$ cat config.mk
export PLATFORM = sky130hd
export DESIGN_NAME = key_press_repeat_scanner_core
export DESIGN_NICKNAME = d
export VERILOG_FILES = /design/src/sv/kprs_pkg.sv /design/src/sv/kprs_step.sv /design/src/sv/key_press_repeat_scanner_core.sv
export SDC_FILE = /design/constraint.sdc
export NUM_CORES = 1
export LEC_CHECK = 0
export BUFFER_PORTS_ARGS = -buffer_cell sky130_fd_sc_hd__buf_4
export CORE_MARGIN = 4
export CORE_UTILIZATION = 35
export DETAILED_ROUTE_END_ITERATION = 8
export SYNTH_ARGS = -nofsm -noshare
export SYNTH_HDL_FRONTEND = slang
export SYNTH_SLANG_ARGS = --single-unit
$ cat constraint.sdc
create_clock -name clk -period 4.3 [get_ports clk]
set_input_delay 0.86 -clock clk [delete_from_list [all_inputs] [get_ports clk]]
set_output_delay 0.86 -clock clk [all_outputs]
set_load 0.005 [all_outputs]
$ cat src/sv/kprs_pkg.sv
// ----------------------------------------------------------------------------
// Key press repeat scanner package
// Types, register indexes, event codes and reset values shared by the core.
// ----------------------------------------------------------------------------
`timescale 1ns / 1ps

package kprs_pkg;

	localparam int NUM_KEYS = 3;
	localparam int CNT_W    = 8;
	localparam int CFG_IDX_W = 2;

	typedef logic [NUM_KEYS-1:0] keys_t;
	typedef logic [CNT_W-1:0]    cnt_t;

	typedef enum logic [1:0] {
		KIND_NONE   = 2'd0,
		KIND_SHORT  = 2'd1,
		KIND_REPEAT = 2'd2,
		KIND_LONG   = 2'd3
	} event_kind_t;

	typedef enum logic [CFG_IDX_W-1:0] {
		CFG_HOLD_TICKS    = 2'd0,
		CFG_REPEAT_RELOAD = 2'd1,
		CFG_LONG_REPEATS  = 2'd2
	} cfg_index_t;

	localparam cnt_t HOLD_TICKS_RST    = 8'd50;
	localparam cnt_t REPEAT_RELOAD_RST = 8'd40;
	localparam cnt_t LONG_REPEATS_RST  = 8'd30;

	typedef struct packed {
		cnt_t hold_ticks;
		cnt_t repeat_reload;
		cnt_t long_press_repeats;
	} cfg_t;

	typedef struct packed {
		keys_t last_keys;
		cnt_t  hold_count;
		cnt_t  repeat_count;
		keys_t latched_keys;
		logic  pressed;
		logic  repeating;
	} scan_state_t;

endpackage

$ cat src/sv/kprs_step.sv
// ----------------------------------------------------------------------------
// Key press repeat scanner: tick update
// Next-state and event logic for one scan tick.
// ----------------------------------------------------------------------------
`timescale 1ns / 1ps

module kprs_step (
	input  kprs_pkg::keys_t       keys,
	input  kprs_pkg::scan_state_t cur,
	input  kprs_pkg::cfg_t        cfg,
	output kprs_pkg::scan_state_t nxt,
	output kprs_pkg::event_kind_t kind,
	output kprs_pkg::keys_t       ev_keys
);
	import kprs_pkg::*;

	cnt_t hold_inc;

	assign hold_inc = cur.hold_count + cnt_t'(1);

	always_comb begin
		nxt     = cur;
		kind    = KIND_NONE;
		ev_keys = '0;
		if (keys != '0) begin
			if (cur.last_keys == keys) begin
				nxt.hold_count = hold_inc;
				if (hold_inc < cfg.hold_ticks) begin
					if (!cur.repeating) begin
						nxt.pressed      = 1'b1;
						nxt.latched_keys = keys;
					end
				end else begin
					// The repeat count is compared before it advances, so the
					// first repeat is number zero.
					nxt.repeating    = 1'b1;
					kind             = (cur.repeat_count == cfg.long_press_repeats) ?
						KIND_LONG : KIND_REPEAT;
					ev_keys          = keys;
					nxt.repeat_count = cur.repeat_count + cnt_t'(1);
					nxt.hold_count   = cfg.repeat_reload;
				end
			end
			nxt.last_keys = keys;
		end else begin
			if (cur.pressed && !cur.repeating) begin
				kind    = KIND_SHORT;
				ev_keys = cur.latched_keys;
			end
			nxt.pressed      = 1'b0;
			nxt.repeating    = 1'b0;
			nxt.hold_count   = '0;
			nxt.repeat_count = '0;
			nxt.last_keys    = '0;
		end
	end

endmodule

$ cat src/sv/key_press_repeat_scanner_core.sv
// ----------------------------------------------------------------------------
// Key press repeat scanner core
// Debounced key scanning with short press, autorepeat and long press events.
//
//   channel   | signals                     | meaning
//   s_axis    | tvalid tready tdata         | one scan tick of pressed keys
//   m_axis    | tvalid tready tdata tuser   | one event result per tick
//   cfg       | valid ready index data      | register writes, always ready
//
// From acceptance, each tick passes an input register, then the tick update
// into the result register. One tick is accepted per cycle while results
// drain. The scan state advances only when the input register moves into
// the result register, so a stall on m_axis holds both stages. Reset clears
// the scan state and loads the register defaults.
// ----------------------------------------------------------------------------
`timescale 1ns / 1ps

module key_press_repeat_scanner_core (
	input  logic       clk,
	input  logic       arst_n,
	input  logic       s_axis_tvalid,
	output logic       s_axis_tready,
	input  logic [7:0] s_axis_tdata,  // [2:0] keys_down, [7:3] zero
	output logic       m_axis_tvalid,
	input  logic       m_axis_tready,
	output logic [7:0] m_axis_tdata,  // [2:0] event_keys, [7:3] zero
	output logic [1:0] m_axis_tuser,  // [1:0] event_kind
	input  logic       cfg_valid,
	output logic       cfg_ready,
	input  logic [1:0] cfg_index,
	input  logic [7:0] cfg_data
);
	import kprs_pkg::*;

	logic        valid_s1;
	keys_t       keys_s1;
	logic        out_valid_q;
	event_kind_t kind_q;
	keys_t       ev_keys_q;
	scan_state_t state_q;
	cfg_t        cfg_q;
	scan_state_t state_nxt;
	event_kind_t kind_nxt;
	keys_t       ev_keys_nxt;
	logic        advance;

	assign advance       = valid_s1 && (!out_valid_q || m_axis_tready);
	assign s_axis_tready = !valid_s1 || advance;
	assign cfg_ready     = 1'b1;

	always_ff @(posedge clk or negedge arst_n) begin
		if (!arst_n) begin
			cfg_q.hold_ticks         <= HOLD_TICKS_RST;
			cfg_q.repeat_reload      <= REPEAT_RELOAD_RST;
			cfg_q.long_press_repeats <= LONG_REPEATS_RST;
		end else if (cfg_valid) begin
			case (cfg_index_t'(cfg_index))
				CFG_HOLD_TICKS:    cfg_q.hold_ticks         <= cfg_data;
				CFG_REPEAT_RELOAD: cfg_q.repeat_reload      <= cfg_data;
				CFG_LONG_REPEATS:  cfg_q.long_press_repeats <= cfg_data;
				default: ;
			endcase
		end
	end

	always_ff @(posedge clk or negedge arst_n) begin
		if (!arst_n) begin
			valid_s1 <= 1'b0;
		end else if (s_axis_tready) begin
			valid_s1 <= s_axis_tvalid;
		end
	end

	always_ff @(posedge clk) begin
		if (s_axis_tready && s_axis_tvalid) begin
			keys_s1 <= s_axis_tdata[NUM_KEYS-1:0];
		end
	end

	kprs_step u_step (
		.keys    (keys_s1),
		.cur     (state_q),
		.cfg     (cfg_q),
		.nxt     (state_nxt),
		.kind    (kind_nxt),
		.ev_keys (ev_keys_nxt)
	);

	always_ff @(posedge clk or negedge arst_n) begin
		if (!arst_n) begin
			state_q     <= '0;
			out_valid_q <= 1'b0;
		end else begin
			if (advance) begin
				state_q <= state_nxt;
			end
			if (advance) begin
				out_valid_q <= 1'b1;
			end else if (m_axis_tready) begin
				out_valid_q <= 1'b0;
			end
		end
	end

	always_ff @(posedge clk) begin
		if (advance) begin
			kind_q    <= kind_nxt;
			ev_keys_q <= ev_keys_nxt;
		end
	end

	assign m_axis_tvalid = out_valid_q;
	assign m_axis_tdata  = {{(8-NUM_KEYS){1'b0}}, ev_keys_q};
	assign m_axis_tuser  = kind_q;

endmodule

Yosys cells after proc, flatten, opt, wreduce, memory -nomap -nowiden
Index checks and enable logic that the tools add are counted.
- bits in registers: 58
- input port bits: 23
- output and inout port bits: 13
- add/sub/neg operators: 2
- order comparisons: 1
- eq/ne operators: 8
- mux-type cells: 18
- bitwise logic cells: 1
- reduce and logical (&&, ||, !) cells: 18
- operator list (cell ; number):
    $mux 21 ; 1
    $mux 19 ; 1
    $add 8x1->8 const B ; 2
    $mux 16 ; 1
    $mux 3 ; 4
    $eq 8x8->1 ; 1
    $lt 8x8->1 ; 1
    $mux 2 ; 4
    $mux 4 ; 2
    $ne 2x2->1 const B ; 4
    $reduce_and 2->1 ; 4
    $mux 1 ; 5
    $reduce_and 5->1 ; 1
    $reduce_and 4->1 ; 1
    $eq 3x3->1 ; 1
    $logic_and 1x1->1 ; 3
    $logic_not 1->1 ; 3
    $reduce_and 3->1 ; 1
    $reduce_bool 3->1 ; 1
    $eq 2x1->1 const B ; 1
    $eq 2x2->1 const B ; 1
    $logic_not 2->1 ; 1
    $logic_or 1x1->1 ; 2
    $reduce_bool 2->1 ; 1
    $not 1->1 ; 1

Depth between registers and ports, before layout
- depth in word-level cells: 5
- gate-level depth with buffers: 12

Hierarchy
From an unflattened synthesis, not the netlist that was laid out.
- cells, all modules: 282
- area total of the unflattened synthesis: 3228.1 µm²
- by module, submodules not included (module ; times used ; cells an instance ; area an instance (µm²) ; seq. area each (µm²)):
    key_press_repeat_scanner_core ; 1 ; 126 ; 2202.1 ; 1502.7
    kprs_step ; 1 ; 156 ; 1026.0 ; 0.0

Worst setup path before layout
OpenSTA, ideal clock, no wires.
- path kind: flip-flop to flip-flop
- from: register state_q[15] (netlist name)
- to: register state_q[10] (netlist name)
- setup time: 0.121 ns
- data arrival time: 2.615 ns
- setup slack: 1.564 ns
- cell stages (with the launch flop): 12
- buffers on the path: 2
- period minus slack after synthesis: 2.736 ns
- cells stage by stage: dfrtp_1 -> nand3_1 -> or2_2 -> xnor2_1 -> ha_1 -> nand2_1 -> or3_4 -> o221a_1 -> buf_6 -> a21o_1 -> buf_6 -> a22o_1
- longest elaborated chain between the ends: 4
- ends and longest elaborated chain (element ; RTL line ; source):
    start, declared ; key_press_repeat_scanner_core.sv:40 ; scan_state_t state_q;
    start signal, assigned ; key_press_repeat_scanner_core.sv:95 ; state_q <= state_nxt;
    $add 8x1->8 ; kprs_step.sv:19 ; assign hold_inc = cur.hold_count + cnt_t'(1);
    $lt 8x8->1 ; kprs_step.sv:28 ; if (hold_inc < cfg.hold_ticks) begin
    $ne 2x2->1 (no source line) ; - ;
    $reduce_and 3->1 (no source line) ; - ;
Every way passes these cells.
A chain may end at the register's enable or synchronous reset.

Worst setup path after layout
Ends and elaborated chain as after synthesis.

==> flow_results.xml <==
<?xml version="1.0" encoding="UTF-8"?>
<metrics>
  <group name="route">
    <metric name="total_number_of_vias" unit="">1991</metric>
    <metric name="route.detailed.wl_per_inst" unit="um">14.1</metric>
    <metric name="routed-wl-met3" unit="um">205</metric>
    <metric name="wirelength" unit="um">5640</metric>
    <metric name="via_per_inst" unit="">4.99</metric>
    <metric name="ant_nets" unit="">0</metric>
    <metric name="dr_wl_met2" unit="um">2530</metric>
    <metric name="highest_metal_used" unit="">met4</metric>
    <metric name="first_iter_violations" unit="">107</metric>
    <metric name="detail_route.drc_violations" unit="">0</metric>
    <metric name="dr.pass1.iters" unit="">4</metric>
    <metric name="drt-met1-wl" unit="um">2770</metric>
  </group>
  <group name="layout">
    <metric name="diodes" unit="">0</metric>
    <metric name="multi_input_comb_area" unit="mm^2">0.00135</metric>
    <metric name="final_net_count" unit="">321</metric>
    <metric name="area_growth" unit="%">14.5</metric>
    <metric name="sequential_cell_area" unit="mm^2">0.00150</metric>
    <metric name="layoutNonFillerInstCount" unit="">399</metric>
    <metric name="post_route_cells_drive_above_1_share" unit="%">27.2</metric>
    <metric name="filler_cell_count" unit="">812</metric>
  </group>
  <group name="critical_path">
    <metric name="timing.critical_path.slowest_cell_delay" unit="ns">0.45</metric>
    <metric name="cp_slowest_cell" unit="">o221a_1</metric>
    <metric name="crit_family" unit="">compound AO/OA/AOI/OAI gates</metric>
    <metric name="worst-path-buf-inv" unit="">0</metric>
    <metric name="critical_path.cell_chain" unit="">nand3_1 -&gt; or2_2 -&gt; xnor2_1 -&gt; ha_1 -&gt; nand2_1 -&gt; or3_4 -&gt; o221a_1 -&gt; a21o_1 -&gt; a22o_1</metric>
    <metric name="startpoint_of_the_most_critical_register_to_register_path" unit="">state_q[15]$_DFFE_PN0P_</metric>
    <metric name="setup.worst_path.start" unit="">state_q[15]$_DFFE_PN0P_</metric>
    <metric name="crit_path_max_fanout" unit="">9</metric>
    <metric name="critical_path_class" unit="">flip-flop to flip-flop</metric>
    <metric name="timing.critical_path.arrival" unit="ns">3.30</metric>
    <metric name="critical_path.startpoint_type" unit="">flip-flop</metric>
    <metric name="critPathRequiredTime" unit="ns">4.53</metric>
    <metric name="worst_setup_path_end_kind" unit="">flip-flop</metric>
  </group>
  <group name="grt">
    <metric name="number_of_antenna_violations_at_the_first_check_in_global_routing" unit="">0</metric>
    <metric name="grt_first_pass_wirelength" unit="um">9430</metric>
    <metric name="grt_overflow_total" unit="">0</metric>
    <metric name="grt_max_degree" unit="">51</metric>
    <metric name="globalRouteTotalUtil" unit="%">12.2</metric>
    <metric name="number_of_global_route_vias_before_repair" unit="">1941</metric>
  </group>
  <group name="power_and_ir_drop">
    <metric name="powerDensity" unit="mW/mm^2">477</metric>
    <metric name="power_leakage" unit="uW">0.00151</metric>
    <metric name="vdd.ir_drop.worst" unit="V">0.000183</metric>
  </group>
  <group name="clocking">
    <metric name="worst_path_clk_slew" unit="ns">0.07</metric>
    <metric name="postCtsSetupRepairBufs" unit="">0</metric>
    <metric name="hold_buffers" unit="">0</metric>
    <metric name="cts.htree.levels" unit="">3</metric>
    <metric name="clock_tree_from_tritoncts" unit="">yes</metric>
    <metric name="cts_max_path_buffers" unit="">2</metric>
    <metric name="clock_tree.root_cell" unit="">clkbuf_8</metric>
    <metric name="clock_latency" unit="ns">0.34</metric>
    <metric name="numClockSinks" unit="">58</metric>
    <metric name="cts_inserted_buffers" unit="">9</metric>
    <metric name="post_cts_resize_count" unit="">0</metric>
  </group>
  <group name="worst_hold_path">
    <metric name="holdCritStartpoint" unit="">valid_s1$_DFFE_PN0N_</metric>
    <metric name="timing.hold.worst.class" unit="">flip-flop to flip-flop</metric>
  </group>
  <group name="place">
    <metric name="place_hpwl" unit="um">4090</metric>
    <metric name="finalWeightedCongestion" unit="">0.740</metric>
    <metric name="place.detailed.instances" unit="">383</metric>
    <metric name="io_buffer_count" unit="">24</metric>
  </group>
  <group name="synthesis">
    <metric name="yosys.cell_types.count" unit="">45</metric>
    <metric name="syn-instance-count" unit="">260</metric>
    <metric name="yosysSeqAreaShare" unit="%">50.9</metric>
    <metric name="post_synthesis_area_per_instance" unit="um^2">11.4</metric>
    <metric name="synth_area" unit="mm^2">0.00295</metric>
    <metric name="synth.top_cell.area_share" unit="%">34.7</metric>
    <metric name="synth.area.top_cells" unit="">dfrtp_1 35%, mux2_2 8.8%, edfxtp_1 8.1%</metric>
    <metric name="synth_ff_type" unit="">dfrtp_1</metric>
    <metric name="synth-warning-count" unit="">0</metric>
    <metric name="synth.most_common_cell" unit="">dfrtp_1</metric>
    <metric name="synth.cells.most_frequent" unit="">41 x dfrtp_1, 30 x nand2_1, 23 x mux2_2</metric>
    <metric name="yosys_register_bits" unit="">58</metric>
    <metric name="yosys.area.top_type" unit="">dfrtp_1</metric>
    <metric name="async_reset_ff_share" unit="%">86.2</metric>
    <metric name="synth_enable_flop_cells" unit="">8</metric>
  </group>
  <group name="outcome">
    <metric name="run_status" unit="">finished clean</metric>
  </group>
  <group name="sta">
    <metric name="layout_min_cycle_time" unit="ns">3.07</metric>
    <metric name="setup_total_negative_slack" unit="ns">0</metric>
    <metric name="clock.fmax" unit="MHz">326</metric>
    <metric name="finalHoldViolCount" unit="">0</metric>
    <metric name="rsz0062_at_grt" unit="">false</metric>
    <metric name="clock_skew" unit="ns">0.00944</metric>
    <metric name="period_share" unit="%">71.4</metric>
    <metric name="setup_viol" unit="">0</metric>
    <metric name="remaining_max_slew_budget_at_the_tightest_pin" unit="%">57.7</metric>
    <metric name="timing.final.max_slew_violations" unit="">0</metric>
    <metric name="worst_pin_slew" unit="ns">0.634</metric>
  </group>
  <group name="floorplanning">
    <metric name="num_rows" unit="">33</metric>
    <metric name="placeableCoreArea" unit="mm^2">0.00822</metric>
    <metric name="die_height" unit="um">99.9</metric>
    <metric name="starting_density_of_the_core" unit="%">36.0</metric>
    <metric name="io_pins" unit="">36</metric>
    <metric name="design.die.area" unit="mm^2">0.00997</metric>
    <metric name="die_x" unit="um">99.9</metric>
  </group>
  <group name="run">
    <metric name="cap_viol_max_count" unit="">0</metric>
  </group>
</metrics>
-- path summary, 6_finish.rpt --
check,endpoint,slack (ns),cells after the start
max in group asynchronous,state_q[9]$_DFFE_PN0P_,3.33,1
hold / removal,m_axis_tvalid$_DFFE_PN0P_,0.49,1
setup / recovery,state_q[10]$_DFFE_PN0P_,1.23,9
hold reg to reg,m_axis_tvalid$_DFFE_PN0P_,0.49,1
min in group asynchronous,cfg_q[18]$_DFFE_PN0P_,0.53,1
setup reg to reg,state_q[10]$_DFFE_PN0P_,1.23,9
-- cell type report --
class                   count  share of cell area [%]
well taps                 105                    3.88
multi-input cells         185                    39.8
inverters                   9                   0.999
clock buffers              13                    4.70
clock inverters             3                   0.444
repair buffers             26                    5.77
flip-flops and latches     58                    44.4
-- cells by family (layout without fill, tap and decap cells) --
family	count (synthesis)	after routing	share of synthesized area, %
buffers and inverters	21	51	4.07
XOR/XNOR	17	17	5.04
flip-flops	58	58	50.9
adder cells (fa/ha/maj)	9	9	3.81
AO/OA/AOI/OAI	47	47	11.4
other	2	6	0.254
AND/OR/NAND/NOR	74	74	12.7
multiplexers	32	32	11.8
-- placed cells by master, fill, tap and decap left out, types with 4 or more instances in the layout --
cell type / n
dfrtp_1: 41
nand2_1: 30
buf_4: 26
mux2_2: 23
o21ai_0: 18
xor2_1: 14
clkbuf_8: 11
inv_1: 9
a22o_1: 9
mux2i_1: 9
ha_1: 9
dfstp_2: 9
edfxtp_1: 8
nor2_1: 7
nand3_1: 6
conb_1: 6
or2_2: 4
nand2b_1: 4
or3_1: 4
-- power breakdown --
part           internal (uW)  switching, uW
clock                    238            208
combinational            206            216
sequential               670           75.0
-- state kept, by name, summed over array words and instances (netlist names) --
signal,count
m_axis_tvalid,1
keys_s1,3
state_q,24
m_axis_tuser,2
valid_s1,1
ev_keys_q,3
cfg_q,24
-- stage by stage --
step	area [um^2]	util, %	setup WS (ns)	hold slack [ns]	total power (uW)
after floorplan	2970	-	1.56	0.457	1070
after global placement	3210	39.1	1.26	0.470	1170
after detailed placement	3210	39.1	1.24	0.488	1180
after CTS	3380	41.2	1.21	0.492	1630
after global routing	3380	41.2	1.05	0.522	1720
final	3380	41.2	1.23	0.492	1610
-- worst reg2reg max path, stage by stage, from the launching register on --
cell and delay, ns:
dfrtp_1 0.43, nand3_1 0.22, or2_2 0.39, xnor2_1 0.14, ha_1 0.29, nand2_1 0.06, or3_4 0.37, o221a_1 0.45
a21o_1 0.35, a22o_1 0.27
-- routing by layer --
layer | vias to the layer above | GRT usage [%]
met5 | - | 0
met4 | 0 | 6.30
met3 | 12 | 3.06
met2 | 36 | 18.2
met1 | 965 | 16.5
li1 | 978 | -
Power figures use the tool's default switching activity.
